### config.mk
export PLATFORM = sky130hd
export DESIGN_NAME = pnf_ctrl
export DESIGN_NICKNAME = d
export VERILOG_FILES = /design/src/rtl/pnf_pkg.sv /design/src/rtl/pnf_ctrl.sv
export SDC_FILE = /design/constraint.sdc
export NUM_CORES = 1
export LEC_CHECK = 0
export BUFFER_PORTS_ARGS = -buffer_cell sky130_fd_sc_hd__buf_4
export CORE_AREA = 2 2 39 41
export DETAILED_ROUTE_END_ITERATION = 6
export DIE_AREA = 0 0 41 43
export HOLD_SLACK_MARGIN = 0.02
export PLACE_DENSITY = 0.51
export SETUP_SLACK_MARGIN = 0.2
export SYNTH_ARGS = -nofsm -noshare
export SYNTH_HDL_FRONTEND = slang
export SYNTH_SLANG_ARGS = --single-unit
### constraint.sdc
create_clock -name aclk -period 1.9 [get_ports aclk]
set_input_delay 0.19 -clock aclk [delete_from_list [all_inputs] [get_ports aclk]]
set_output_delay 0.19 -clock aclk [all_outputs]
set_load 0.01 [all_outputs]
### src/rtl/pnf_pkg.sv
// ============================================================================
// pnf_pkg: shared types and constants of the pink noise filter
// Coefficient tables, fixed-point widths and the controller/datapath bundles.
// ============================================================================
package pnf_pkg;

    // Filter state: seven Q8.24 registers, six one-pole sections plus one delay.
    localparam int NUM_SECT   = 7;
    localparam int IDX_W      = 3;
    localparam int STATE_W    = 32;
    localparam int FRAC_W     = 24;
    localparam int COEF_W     = 25;
    localparam int GAIN_W     = 16;
    localparam int SUM_W      = 36;
    localparam int DIVISOR    = 5;

    // Configuration port.
    localparam int PADDR_W    = 3;
    localparam int PDATA_W    = 32;
    localparam logic [PADDR_W-3:0] REG_GAIN = 1'b0;
    localparam logic [GAIN_W-1:0]  GAIN_RESET = 16'd4096;

    typedef logic [IDX_W-1:0] sect_idx_t;

    localparam sect_idx_t SECT_FIRST = 3'd0;
    localparam sect_idx_t SECT_LAST  = 3'd6;

    typedef logic signed [COEF_W-1:0] coef_t;

    typedef struct packed {
        logic      load;
        logic      mul_en;
        sect_idx_t idx;
        logic      gain_en;
        logic      rnd_en;
        logic      rcp_en;
        logic      out_load;
    } pnf_cmd_t;

    typedef struct packed {
        logic out_busy;
    } pnf_status_t;

    // Feedback coefficient of each section, Q.24. The last entry is the
    // delay tap gain, which multiplies the white sample instead of state.
    function automatic coef_t coef_pole(input sect_idx_t idx);
        coef_t c;
        case (idx)
            3'd0:    c = 25'sd16758090;
            3'd1:    c = 25'sd16665144;
            3'd2:    c = 25'sd16257122;
            3'd3:    c = 25'sd14537458;
            3'd4:    c = 25'sd9227469;
            3'd5:    c = -25'sd12777528;
            3'd6:    c = 25'sd1944916;
            default: c = '0;
        endcase
        return c;
    endfunction

    // Input coefficient of each section, Q.24. The last entry is the direct
    // path gain applied to the white sample.
    function automatic coef_t coef_in(input sect_idx_t idx);
        coef_t c;
        case (idx)
            3'd0:    c = 25'sd931436;
            3'd1:    c = 25'sd1259565;
            3'd2:    c = 25'sd2581208;
            3'd3:    c = 25'sd5209084;
            3'd4:    c = 25'sd8941454;
            3'd5:    c = -25'sd283501;
            3'd6:    c = 25'sd8995943;
            default: c = '0;
        endcase
        return c;
    endfunction

endpackage

### src/rtl/pnf_ctrl.sv
// ============================================================================
// pnf_ctrl: sequencer of the pink noise filter
// Steps the datapath through the section updates, gain, rounding and the
// divide-by-five, then hands the sample to the output register.
// ============================================================================
module pnf_ctrl (
    input  logic                 aclk,
    input  logic                 aresetn,
    input  logic                 s_valid,
    output logic                 s_ready,
    input  pnf_pkg::pnf_status_t status,
    output pnf_pkg::pnf_cmd_t    cmd
);
    import pnf_pkg::*;

    localparam logic [2:0] ST_IDLE  = 3'd0;
    localparam logic [2:0] ST_SECT  = 3'd1;
    localparam logic [2:0] ST_DRAIN = 3'd2;
    localparam logic [2:0] ST_GAIN  = 3'd3;
    localparam logic [2:0] ST_RND   = 3'd4;
    localparam logic [2:0] ST_RCP   = 3'd5;
    localparam logic [2:0] ST_FIN   = 3'd6;

    logic [2:0] state_reg, state_next;
    sect_idx_t  cnt_reg, cnt_next;

    always_comb begin
        state_next = state_reg;
        cnt_next   = cnt_reg;
        cmd        = '0;
        cmd.idx    = cnt_reg;
        s_ready    = 1'b0;
        case (state_reg)
            ST_IDLE: begin
                s_ready = 1'b1;
                if (s_valid) begin
                    cmd.load   = 1'b1;
                    cnt_next   = SECT_FIRST;
                    state_next = ST_SECT;
                end
            end
            ST_SECT: begin
                cmd.mul_en = 1'b1;
                if (cnt_reg == SECT_LAST) begin
                    state_next = ST_DRAIN;
                end else begin
                    cnt_next = cnt_reg + 3'd1;
                end
            end
            // The datapath folds the last products into the sum here.
            ST_DRAIN: state_next = ST_GAIN;
            ST_GAIN: begin
                cmd.gain_en = 1'b1;
                state_next  = ST_RND;
            end
            ST_RND: begin
                cmd.rnd_en = 1'b1;
                state_next = ST_RCP;
            end
            ST_RCP: begin
                cmd.rcp_en = 1'b1;
                state_next = ST_FIN;
            end
            ST_FIN: begin
                if (!status.out_busy) begin
                    cmd.out_load = 1'b1;
                    state_next   = ST_IDLE;
                end
            end
            default: state_next = ST_IDLE;
        endcase
    end

    always_ff @(posedge aclk) begin
        if (!aresetn) begin
            state_reg <= ST_IDLE;
            cnt_reg   <= SECT_FIRST;
        end else begin
            state_reg <= state_next;
            cnt_reg   <= cnt_next;
        end
    end

endmodule

---- Yosys cells after proc, flatten, opt, wreduce, memory -nomap -nowiden ----
Cells that the tools add are included.
cells by class
  $add $sub $neg .......................... 1
  equality and inequality tests ........... 11
  muxes and demuxes ....................... 16
  reduce and logical (&&, ||, !) cells .... 4
operators with widths
  kind                   number
  $pmux W3 S7            1
  $mux W3                5
  $eq A3 B3 Y1 const B   4
  $mux W1                9
  $ne A2 B2 Y1 const B   4
  $eq A3 B2 Y1 const B   2
  $pmux W3 S2            1
  $reduce_and A3 Y1      2
  $add A3 B1 Y3 const B  1
  $eq A3 B1 Y1 const B   1
  $logic_not A3 Y1       1
  $reduce_bool A2 Y1     1
storage, ports and cells
  bits in registers ....................... 6
  input bits .............................. 4
  output and inout bits ................... 10
  logic and storage cells ................. 34

---- Depth between registers and ports, before layout ----
Gate-level depths: netlist of run 1.
  word-level depth ........................ 3
  gate-level depth with buffers ........... 5
  mapped depth without buffers ............ 5

---- Worst setup path before layout of run 1 ----
Ideal clock, no wire load.
  kind .................................... reg-to-reg
  start ................................... register cnt_reg[0]
  end ..................................... register cnt_reg[1]
  library setup time ...................... 0.138 ns
  arrival ................................. 1.314 ns
  data required time ...................... 1.762 ns
  path slack .............................. 0.448 ns
  cell stages (with the launch flop) ...... 6
  buffers on the path ..................... 0
  period minus slack after synthesis ...... 1.452 ns
  cell sequence ........................... dfxtp_1 -> inv_1 -> ha_1 -> and3_4 -> nor4_2 -> o32ai_2
on the way
  longest elaborated chain between the ends .. 3
  elaborated cells on any way between the ends .. 6
  classes of those cells .................. add/sub (1); eq/ne (2); mux (2); reduce/logical (1)
RTL lines
  item                                                     line                            RTL
  start: declaration                                       pnf_ctrl.sv:25                  sect_idx_t cnt_reg, cnt_next;
  start signal: assignment                                 pnf_ctrl.sv:80                  cnt_reg <= cnt_next;
  $add A3 B1 Y3 / $eq A3 B3 Y1 (equally long branches)     pnf_ctrl.sv:47, pnf_ctrl.sv:44
  $mux W3 / $ne A2 B2 Y1 (equally long branches)           --
  $pmux W3 S2 / $reduce_and A3 Y1 (equally long branches)  --
Parallel ways exist; a longest one is shown, timed or not. The select of a mux whose other input is x is not followed.
A chain may end at the register's enable or synchronous reset.

---- Worst setup path in the final report of run 1 ----
Same ends and word-level chain as after synthesis.

==> summary.md, run 1 <==
| Metric | Value |
|---|---|
| Status | `finished, final reports clean` |
| CP arrival | `1620 ps` |
| Largest net degree at the start of global routing | `14` |
| Commonest cells after routing, fill and taps aside | `buf_4, dfxtp_1` |
| Clk sink count | `6` |
| Antenna violations before repair | `0` |
| # Post-CTS Setup Buffers | `0` |
| Placer Congestion | `0.754` |
| Most common cell after layout, fill and taps aside | `buf_4` |
| Row count | `14` |
| Final nets | `68` |
| Max transition margin | `71.3%` |
| Critical path required time | `2010 ps` |
| Yosys reg bits | `6` |
| Top cell type's share of synthesized area | `28.2%` |
| DR pass1 iterations | `2` |
| Vias per cell | `4.82` |
| Core Footprint | `1380 sq um` |
| Gr ovfl total | `0` |
| Setup TNS | `0 ps` |
| CTS max path bufs | `2` |
| Synth warnings | `0` |
| Hold WC Path Type | `in -> reg` |
| Setup Skew | `4.19 ps` |
| Antenna viol nets, final | `0` |
| Clock Root Buffer | `clkbuf_4` |
| Final Critical Period | `1510 ps` |
| Critical Path Sink Type | `flip-flop` |
| Post-synthesis sequential area ratio | `28.2%` |
| Static leakage | `0.225 nW` |
| Share of layout cells above drive strength 1 | `38.3%` |
| Initial DRC Count | `3` |
| Final setup violation count | `0` |
| Post-CTS sizing | `0` |
| Synth-to-Final Area Change | `26.4%` |
| Worst-margin pin slew | `between 400 and 500 ps` |
| Post-CTS Hold Buffers | `0` |
| CTS tree | `yes` |
| First-pass GRT wire length | `1330 um` |
| Die height | `between 40 and 50 um` |
| Detailed Route WL | `830 um` |
| Final worst slack | `392 ps` |
| Clock-pin transition on the worst setup and hold timing paths | `50 ps` |
| Post-synthesis net count | `53` |
| CTS Buf Count | `3` |
| PnR Total Power | `310 uW` |
| Fin crit share | `just under 80%` |
| IO Port Bufs | `13` |
| Mapped Area | `427 sq um` |
| Fin Hold WS | `~180 ps` |
| Worst Setup SP | `cnt_reg[0]` |
| Slew Limit Fails | `0` |
| Worst Min Path Start | `aresetn` |
| Cells after Synth | `47` |
| DRC Markers | `0` |
| Diode count | `0` |
| DP HPWL | `640 um` |
| Clk_lat worst skew | `around 240 ps` |
| Vias in the first global route | `between 300 and 400` |
| Syn avg cell area | `9.08 sq um` |
| DP Worst Slack | `390 ps` |
| Initial Util | `30.8%` |
| DIE WIDTH | `41 um` |
| Die ar. | `1760 sq um` |
| Element type at the critical path start | `flip-flop` |
| RSZ-0062 raised after global routing | `no` |
| Final Hold Viols | `0` |
| H-tree levels | `1` |
| Setup CP Type | `reg -> reg` |
| Synth top area cells | `dfxtp_1, ha_1, buf_6` |
| Routed vias | `366` |
| Synth unique cells | `26` |
| Finished Core Util | `39.0%` |
| Avg WL per Cell | `10.9 um` |
| Maximum VDD drop | `about 0.42 mV` |
| Max Freq | `663 MHz` |
| Yosys top cell by area | `dfxtp_1` |
| All-Layer GR Usage | `11.9%` |
| Reg2reg start | `cnt_reg[0]` |
| Max-Cap Viols | `0` |
| CP Max Fanout | `5` |
| I/O pin count | `14` |
| Power per Cell Area | `575 nW/um^2` |
-- Yosys cell counts --
master,n
o21ai_0,1
a21oi_1,3
buf_2,1
buf_6,2
and3_4,1
dfxtp_1,6
or2_1,1
nand2b_1,2
nor3_1,1
nor3b_1,3
and2_1,1
o41ai_1,1
a21boi_0,1
nor3b_4,1
nor2_1,3
nand3b_1,1
and3b_2,2
o32ai_2,1
nand2_1,3
nor4_2,1
inv_1,3
o21a_1,2
a211oi_2,1
a31oi_1,2
nand3_1,1
ha_1,2
-- final cells by class --
| type | instances | area, sq um |
|---|---|---|
| fillers | 151 | 845 |
| multi-input cells | 35 | 268 |
| flip-flops and latches | 6 | 120 |
| repair buffers | 13 | 97.6 |
| clock buffers | 3 | 22.5 |
| well taps | 16 | 20.0 |
| inverters | 3 | 11.3 |
-- cell families (layout without fill, tap and decap cells) --
kind of cell,count (synthesis),in the layout,synth area share (%)
adders and majority gates,2,2,5.86
buffers and inverters,6,19,9.09
and+or+nand+nor,21,21,35.2
AOI/OAI and AO/OA,12,12,21.7
DFF,6,6,28.2
-- final timing paths --
check,slack [ps],end,depth (start not counted)
hold / removal,180,state_reg[2],2
setup reg to reg,390,cnt_reg[1],5
hold reg to reg,520,cnt_reg[1],2
setup / recovery,390,cnt_reg[1],5
-- per-layer routing --
metal,global-route usage [%],wire [um]
met1,13.5,381
met2,16.3,398
met3,6.28,27
met4,8.00,22
met5,0,0
-- stage by stage --
step,cells,cell area (sq um)
after floorplan,47,427
after global placement,73,517
after detailed placement,73,517
after CTS,76,539
after global routing,76,539
final,76,539
-- report_power, final --
part	total (mW)	switching, mW	internal, mW
Sequential	0.139	0.00823	0.131
Combinational	0.0545	0.0259	0.0286
Clock	0.116	0.0447	0.0714
-- critical path, stage by stage, from the launching register on --
cell     delay, ps
dfxtp_1        390
inv_1           70
ha_1           240
and3_4         190
nor4_2         350
o32ai_2        140
No activity file was read; power rests on OpenSTA's default activity.
==> inputs of run 2 (changes only) <==
--- a/config.mk
+++ b/config.mk
@@ -5,12 +5,13 @@
 export SDC_FILE = /design/constraint.sdc
 export NUM_CORES = 1
 export LEC_CHECK = 0
+export ABC_AREA = 1
 export BUFFER_PORTS_ARGS = -buffer_cell sky130_fd_sc_hd__buf_4
 export CORE_AREA = 2 2 39 41
 export DETAILED_ROUTE_END_ITERATION = 6
 export DIE_AREA = 0 0 41 43
 export HOLD_SLACK_MARGIN = 0.02
-export PLACE_DENSITY = 0.51
+export PLACE_DENSITY = 0.52
 export SETUP_SLACK_MARGIN = 0.2
 export SYNTH_ARGS = -nofsm -noshare
 export SYNTH_HDL_FRONTEND = slang
==> constraint.sdc (replaced) <==
create_clock -name aclk -period 1.2 [get_ports aclk]
set_input_delay 0.12 -clock aclk [delete_from_list [all_inputs] [get_ports aclk]]
set_output_delay 0.12 -clock aclk [all_outputs]
set_load 0.01 [all_outputs]
==> summary.md, run 2 <==
| Metric | Value |
|---|---|
| Syn avg cell area | `6.85 sq um (-25%)` |
| Fin crit share | `98.6%` |
| Yosys top cell by area | `dfxtp_1` |
| Setup CP Type | `reg -> out` |
| Setup Skew | `7.20 ps (+3.02 ps)` |
| Synth unique cells | `17 (-35%)` |
| Detailed Route WL | `1080 um (+30%)` |
| Synth warnings | `0 (unchanged)` |
| Most instantiated cells after synthesis | `nor2_1, nand3_1, nand2_1` |
| Worst path cell trace | `inv_4 -> nand2_4 -> nor2_4 -> nand2_4 -> inv_2 -> buf_6` |
| Slew Limit Fails | `0 (unchanged)` |
| Core Footprint | `1380 sq um (unchanged)` |
| Gr ovfl total | `0 (unchanged)` |
| Most numerous cell in the Yosys netlist | `nor2_1` |
| Vias in the first global route | `461 (+40%)` |
| DR pass1 iterations | `4 (+2)` |
| DIE WIDTH | `41 um (unchanged)` |
| Status | `finished, final reports clean` |
| Share of layout cells above drive strength 1 | `65.1% (+27 points)` |
| Maximum VDD drop | `1.19 mV (+180%)` |
| Yosys reg bits | `6 (unchanged)` |
| Slowest CP cell | `dfxtp_4` |
| Max-Cap Viols | `0 (unchanged)` |
| Final Hold Viols | `0 (unchanged)` |
| Design area | `733 sq um (+36%)` |
| CP arrival | `1060 ps (-560 ps)` |
| Top cell type's share of synthesized area | `28.7% (+0.59 points)` |
| Clock Root Buffer | `clkbuf_4` |
| DRC Markers | `0 (unchanged)` |
| Initial DRC Count | `16 (+13)` |
| Post-CTS Hold Buffers | `0 (unchanged)` |
| Initial Util | `30.2% (-0.63 points)` |
| Final Critical Period | `1180 ps` |
| CTS tree | `yes` |
| CP most frequent cell | `nand2_4` |
| Routed vias | `478 (+31%)` |
| Die ar. | `1760 sq um (unchanged)` |
| Worst-margin pin slew | `240 ps (-190 ps)` |
| Diode count | `0 (unchanged)` |
| Clk sink count | `6 (unchanged)` |
| Synth-to-Final Area Change | `75.4%` |
| R2R cell count | `9 (+4)` |
| All-Layer GR Usage | `15.5% (+3.6 points)` |
| Die height | `43 um (unchanged)` |
| CTS Buf Count | `3 (unchanged)` |
| Avg WL per Cell | `10.6 um (-3.0%)` |
| Filler cells | `142 (-6.0%)` |
| Power per Cell Area | `2360 nW/um^2 (+310%)` |
| Number of synthesized flops with an enable pin | `0 (unchanged)` |
| Max Freq | `845 MHz` |
| Finished Core Util | `53.0% (+14 points)` |
| First-pass GRT wire length | `1790 um (+34%)` |
| DP Worst Slack | `132 ps (-258 ps)` |
| Vias per cell | `4.69 (-2.7%)` |
| Worst path max stage delay | `370 ps (-20 ps)` |
| CTS max path bufs | `2 (unchanged)` |
| Antenna viol nets, final | `0 (unchanged)` |
| Static leakage | `0.377 nW (+68%)` |
| Row count | `14 (unchanged)` |
| Ys async rst share | `0% (unchanged)` |
| Element type at the critical path start | `flip-flop` |
| Antenna violations before repair | `0 (unchanged)` |
| Hold Path Depth | `3 (+1)` |
| Post-synthesis net count | `67 (+26%)` |
| Critical path required time | `1080 ps (-930 ps)` |
| IO Port Bufs | `13 (unchanged)` |
| Placer Congestion | `0.796 (+5.5%)` |
| Commonest cells after routing, fill and taps aside | `buf_4, nor2_1, nand2_1` |
| RSZ-0062 raised after global routing | `yes` |
| Fin cells | `102 (+34%)` |
| DP HPWL | `759 um (+19%)` |
| Post-synthesis sequential area ratio | `28.7% (+0.59 points)` |
| I/O pin count | `14 (unchanged)` |
| Critical Path Sink Type | `output pin` |
| Clk_lat worst skew | `250 ps (about the same)` |
| Final setup violation count | `0 (unchanged)` |
| Clock-pin transition on the worst setup and hold timing paths | `50 ps (about the same)` |
| Mapped Area | `418 sq um (-2.1%)` |
| Max transition margin | `84.0% (+13 points)` |
| Placed cells | `91 (+25%)` |
| Largest net degree at the start of global routing | `7 (-7)` |
| Hold WC Path Type | `in -> reg` |
| Cells after Synth | `61 (+30%)` |
| H-tree levels | `1 (unchanged)` |
| Synth top area cells | `dfxtp_1, nand3_1, nor2_1` |
| Final worst slack | `16.3 ps (-376 ps)` |
| Placed instance area | `594 sq um (+15%)` |
| Most common cell after layout, fill and taps aside | `buf_4` |
| Synth Flop Type | `dfxtp_1` |
| CP Max Fanout | `5 (unchanged)` |
| Final nets | `94 (+38%)` |
| Setup TNS | `0 ps (unchanged)` |
run 2: cell types whose count changed in the layout (fill, tap and decap cells not counted), sizes merged, moves of 4 or more:
cell	previous run	this run
nor2	3	15
buf	13	22
nand3	1	10
nand2	3	11
inv	3	10
nor3b	4	0
run 2: critical path: cells and delay by family, from the launching register on:
family / cells / cell delay (ps)
buffers and inverters: 3 / 200
and+or+nand+nor: 3 / 240
DFF: 1 / 370
run 2: area by class of cell:
cell class | instances | area [sq um] | area share [%]
multi-input combinational | 45 | 323 | 44.0
sequential | 6 | 138 | 18.8
timing repair buffer | 22 | 180 | 24.6
tap | 16 | 20.0 | 2.73
clock buffer | 3 | 22.5 | 3.07
inverter | 10 | 50.0 | 6.83
run 2: logic make-up after synthesis:
| logic type | synth area share, % |
|---|---|
| buf+inv | 8.98 |
| xor+xnor | 2.10 |
| compound gates | 3.59 |
| flops | 28.7 |
| fa+ha+maj | 5.99 |
| simple gates | 50.6 |
run 2: path summary, 6_finish.rpt:
kind / startpoint / endpoint / slack, ps
hold / removal: aresetn / state_reg[1] / 130
setup reg to reg: state_reg[1] / cnt_reg[1] / 20
hold reg to reg: cnt_reg[2] / cnt_reg[2] / 500
setup / recovery: state_reg[1] / cmd[8] / 20
run 2: per-layer routing:
metal / track usage (%) / share of wire [%]
met3: 4.71 / 5.0
met5: 0 / 0
met2: 21.6 / 49
met1: 18.6 / 45
met4: 12.0 / 0.83
run 2: timing repair:
item | 4_1_cts | 5_1_grt
endpoints found under the setup margin | 12 | 14
resized for setup | 14 | 6
setup buffers | 8 | 0
pin swaps | 7 | 11
run 2: power by group:
part | switching (mW) | internal (mW) | leakage (nW)
Sequential | 0.117 | 0.298 | 0.0528
Combinational | 0.561 | 0.561 | 0.311
Clock | 0.0760 | 0.113 | 0.0138
run 2: through the flow:
stage / total power [mW] / hold slack, ps
finish: 1.73 / 130
global route: 1.88 / 134
CTS: 1.69 / 123
detailed placement: 1.27 / 386
global placement: 1.27 / 384
floorplan: 1.01 / 231
==> inputs of run 3 (changes only) <==
--- a/config.mk
+++ b/config.mk
@@ -12,7 +12,7 @@
 export DIE_AREA = 0 0 41 43
 export HOLD_SLACK_MARGIN = 0.02
 export PLACE_DENSITY = 0.52
-export SETUP_SLACK_MARGIN = 0.2
+export SETUP_SLACK_MARGIN = 0.5
 export SYNTH_ARGS = -nofsm -noshare
 export SYNTH_HDL_FRONTEND = slang
 export SYNTH_SLANG_ARGS = --single-unit
==> summary.md, run 3 (synthesis results as in run 2) <==
| Metric | Value |
|---|---|
| Status | `finished, final reports clean` |
| Worst-margin pin slew | `214 ps (-25.3 ps)` |
| Placed instance area | `608 sq um (+2.3%)` |
| RSZ-0062 raised after global routing | `yes` |
| DP HPWL | `740 um (-2.5%)` |
| Fin cells | `104 (+2.0%)` |
| Initial Util | `30.2% (unchanged)` |
| Clock Root Buffer | `clkbuf_4` |
| Element type at the critical path start | `flip-flop` |
| Clk sink count | `6 (unchanged)` |
| DR pass1 iterations | `4 (unchanged)` |
| Placer Congestion | `0.771 (-3.0%)` |
| Antenna violations before repair | `0 (unchanged)` |
| Slew Limit Fails | `0 (unchanged)` |
| Static leakage | `0.389 nW (+3.0%)` |
| Detailed Route WL | `1030 um (-4.9%)` |
| Design area | `791 sq um (+7.8%)` |
| All-Layer GR Usage | `15.2% (-0.22 points)` |
| Critical path required time | `1080 ps (about the same)` |
| CTS tree | `yes` |
| Maximum VDD drop | `0.988 mV (-17%)` |
| Setup CP Type | `reg -> out` |
| Final Critical Period | `1170 ps (-12.1 ps)` |
| Antenna viol nets, final | `0 (unchanged)` |
| Final setup violation count | `0 (unchanged)` |
| Hold WC Path Type | `in -> reg` |
| Placed cells | `91 (unchanged)` |
| Area occupied by multi-input gates | `343 sq um (+6.2%)` |
| Core Footprint | `1380 sq um (unchanged)` |
| DIE WIDTH | `41 um (unchanged)` |
| Synth-to-Final Area Change | `89.2%` |
| IO Port Bufs | `13 (unchanged)` |
| PnR Total Power | `1.79 mW (+3.7%)` |
| Setup Skew | `2.78 ps (-4.42 ps)` |
| I/O pin count | `14 (unchanged)` |
| Fin Hold WS | `131 ps (+1.34 ps)` |
| Gr ovfl total | `0 (unchanged)` |
| Most common cell after layout, fill and taps aside | `buf_4` |
| CTS Buf Count | `3 (unchanged)` |
| Fin crit share | `97.6% (-1.0 points)` |
| Commonest cells after routing, fill and taps aside | `buf_4, buf_6, nor2_1` |
| Routed vias | `478 (unchanged)` |
| Row count | `14 (unchanged)` |
| H-tree levels | `1 (unchanged)` |
| Final nets | `96 (+2.1%)` |
| Worst path max stage delay | `370 ps (about the same)` |
| Clock-pin transition on the worst setup and hold timing paths | `50 ps (about the same)` |
| Final Hold Viols | `0 (unchanged)` |
| Power per Cell Area | `2260 nW/um^2 (-3.9%)` |
| CTS max path bufs | `2 (unchanged)` |
| First-pass GRT wire length | `1780 um (-0.39%)` |
| Die ar. | `1760 sq um (unchanged)` |
| Vias per cell | `4.60 (-1.9%)` |
| CP arrival | `1050 ps (about the same)` |
| Die height | `43 um (unchanged)` |
| Diode count | `0 (unchanged)` |
| Largest net degree at the start of global routing | `7 (unchanged)` |
| CP Max Fanout | `5 (unchanged)` |
| Critical Path Sink Type | `output pin` |
| Avg WL per Cell | `9.88 um (-6.7%)` |
| Register area | `140 sq um (+1.8%)` |
| DRC Markers | `0 (unchanged)` |
| Vias in the first global route | `450 (-2.4%)` |
| Max transition margin | `85.7% (+1.7 points)` |
| Filler cells | `140 (-1.4%)` |
| CP most frequent cell | `nand2_4` |
| Worst path cell trace | `inv_4 -> nand2_4 -> nor2_4 -> nand2_4 -> inv_2 -> buf_6` |
| Slowest CP cell | `dfxtp_4` |
| Share of layout cells above drive strength 1 | `69.3% (+4.2 points)` |
| Initial DRC Count | `9 (-7)` |
| Max Freq | `854 MHz (+1.0%)` |
| Max-Cap Viols | `0 (unchanged)` |
| Clk_lat worst skew | `250 ps (about the same)` |
[run 3: cell count changes in the layout (fill, tap and decap cells not counted), sizes merged]
cell  before  now
buf       22   24
[run 3: critical path: cells and delay by family, from the launching register on]
family,cells,cell delay [ps]
buf+inv,3,220
flops,1,370
simple gates,3,210
[run 3: cell type report]
cell class              count  share of cell area (%)
multi-input cells          45                    43.4
well taps                  16                    2.53
repair buffers             24                    27.5
flip-flops and latches      6                    17.7
clock buffers               3                    2.85
inverters                  10                    6.01
[run 3: timing repair]
action | in CTS | in global routing
setup buffers | 9 | 1
gates resized for setup | 22 | 2
endpoints found under the setup margin | 16 | 16
pin swaps | 9 | 3
hold buffers | 0 | 0
[run 3: path summary, 6_finish.rpt]
path / start / endpoint / slack [ps] / cells past startpoint
setup reg to reg: state_reg[1] / cnt_reg[0] / 40 / 9
setup / recovery: state_reg[1] / cmd[8] / 30 / 6
hold / removal: aresetn / state_reg[1] / 130 / 3
hold reg to reg: cnt_reg[2] / cnt_reg[2] / 590 / 3
[run 3: routing by layer]
layer,share of wire [%],up-vias,track usage (%)
met4,0,0,4.00
met5,0,-,0
met2,54,11,24.1
met3,5.8,0,7.85
met1,40,215,17.3
li1,-,252,-
[run 3: report_power, final]
part | switching, mW | total, mW | internal [mW]
Combinational | 0.583 | 1.18 | 0.602
Sequential | 0.117 | 0.415 | 0.298
Clock | 0.0774 | 0.191 | 0.113
Total | 0.777 | 1.79 | 1.01
[run 3: per-stage QoR]
| step | worst slack, ps | setup TNS [ps] | util, % |
|---|---|---|---|
| final | 28.4 | 0 | 57.1 |
| after CTS | 21.2 | 0 | 55.9 |
| after global routing | -37.1 | -99.0 | 57.1 |
| after detailed placement | 120 | 0 | 43.9 |
| after global placement | 124 | 0 | 43.9 |
| after floorplan | 154 | 0 | - |
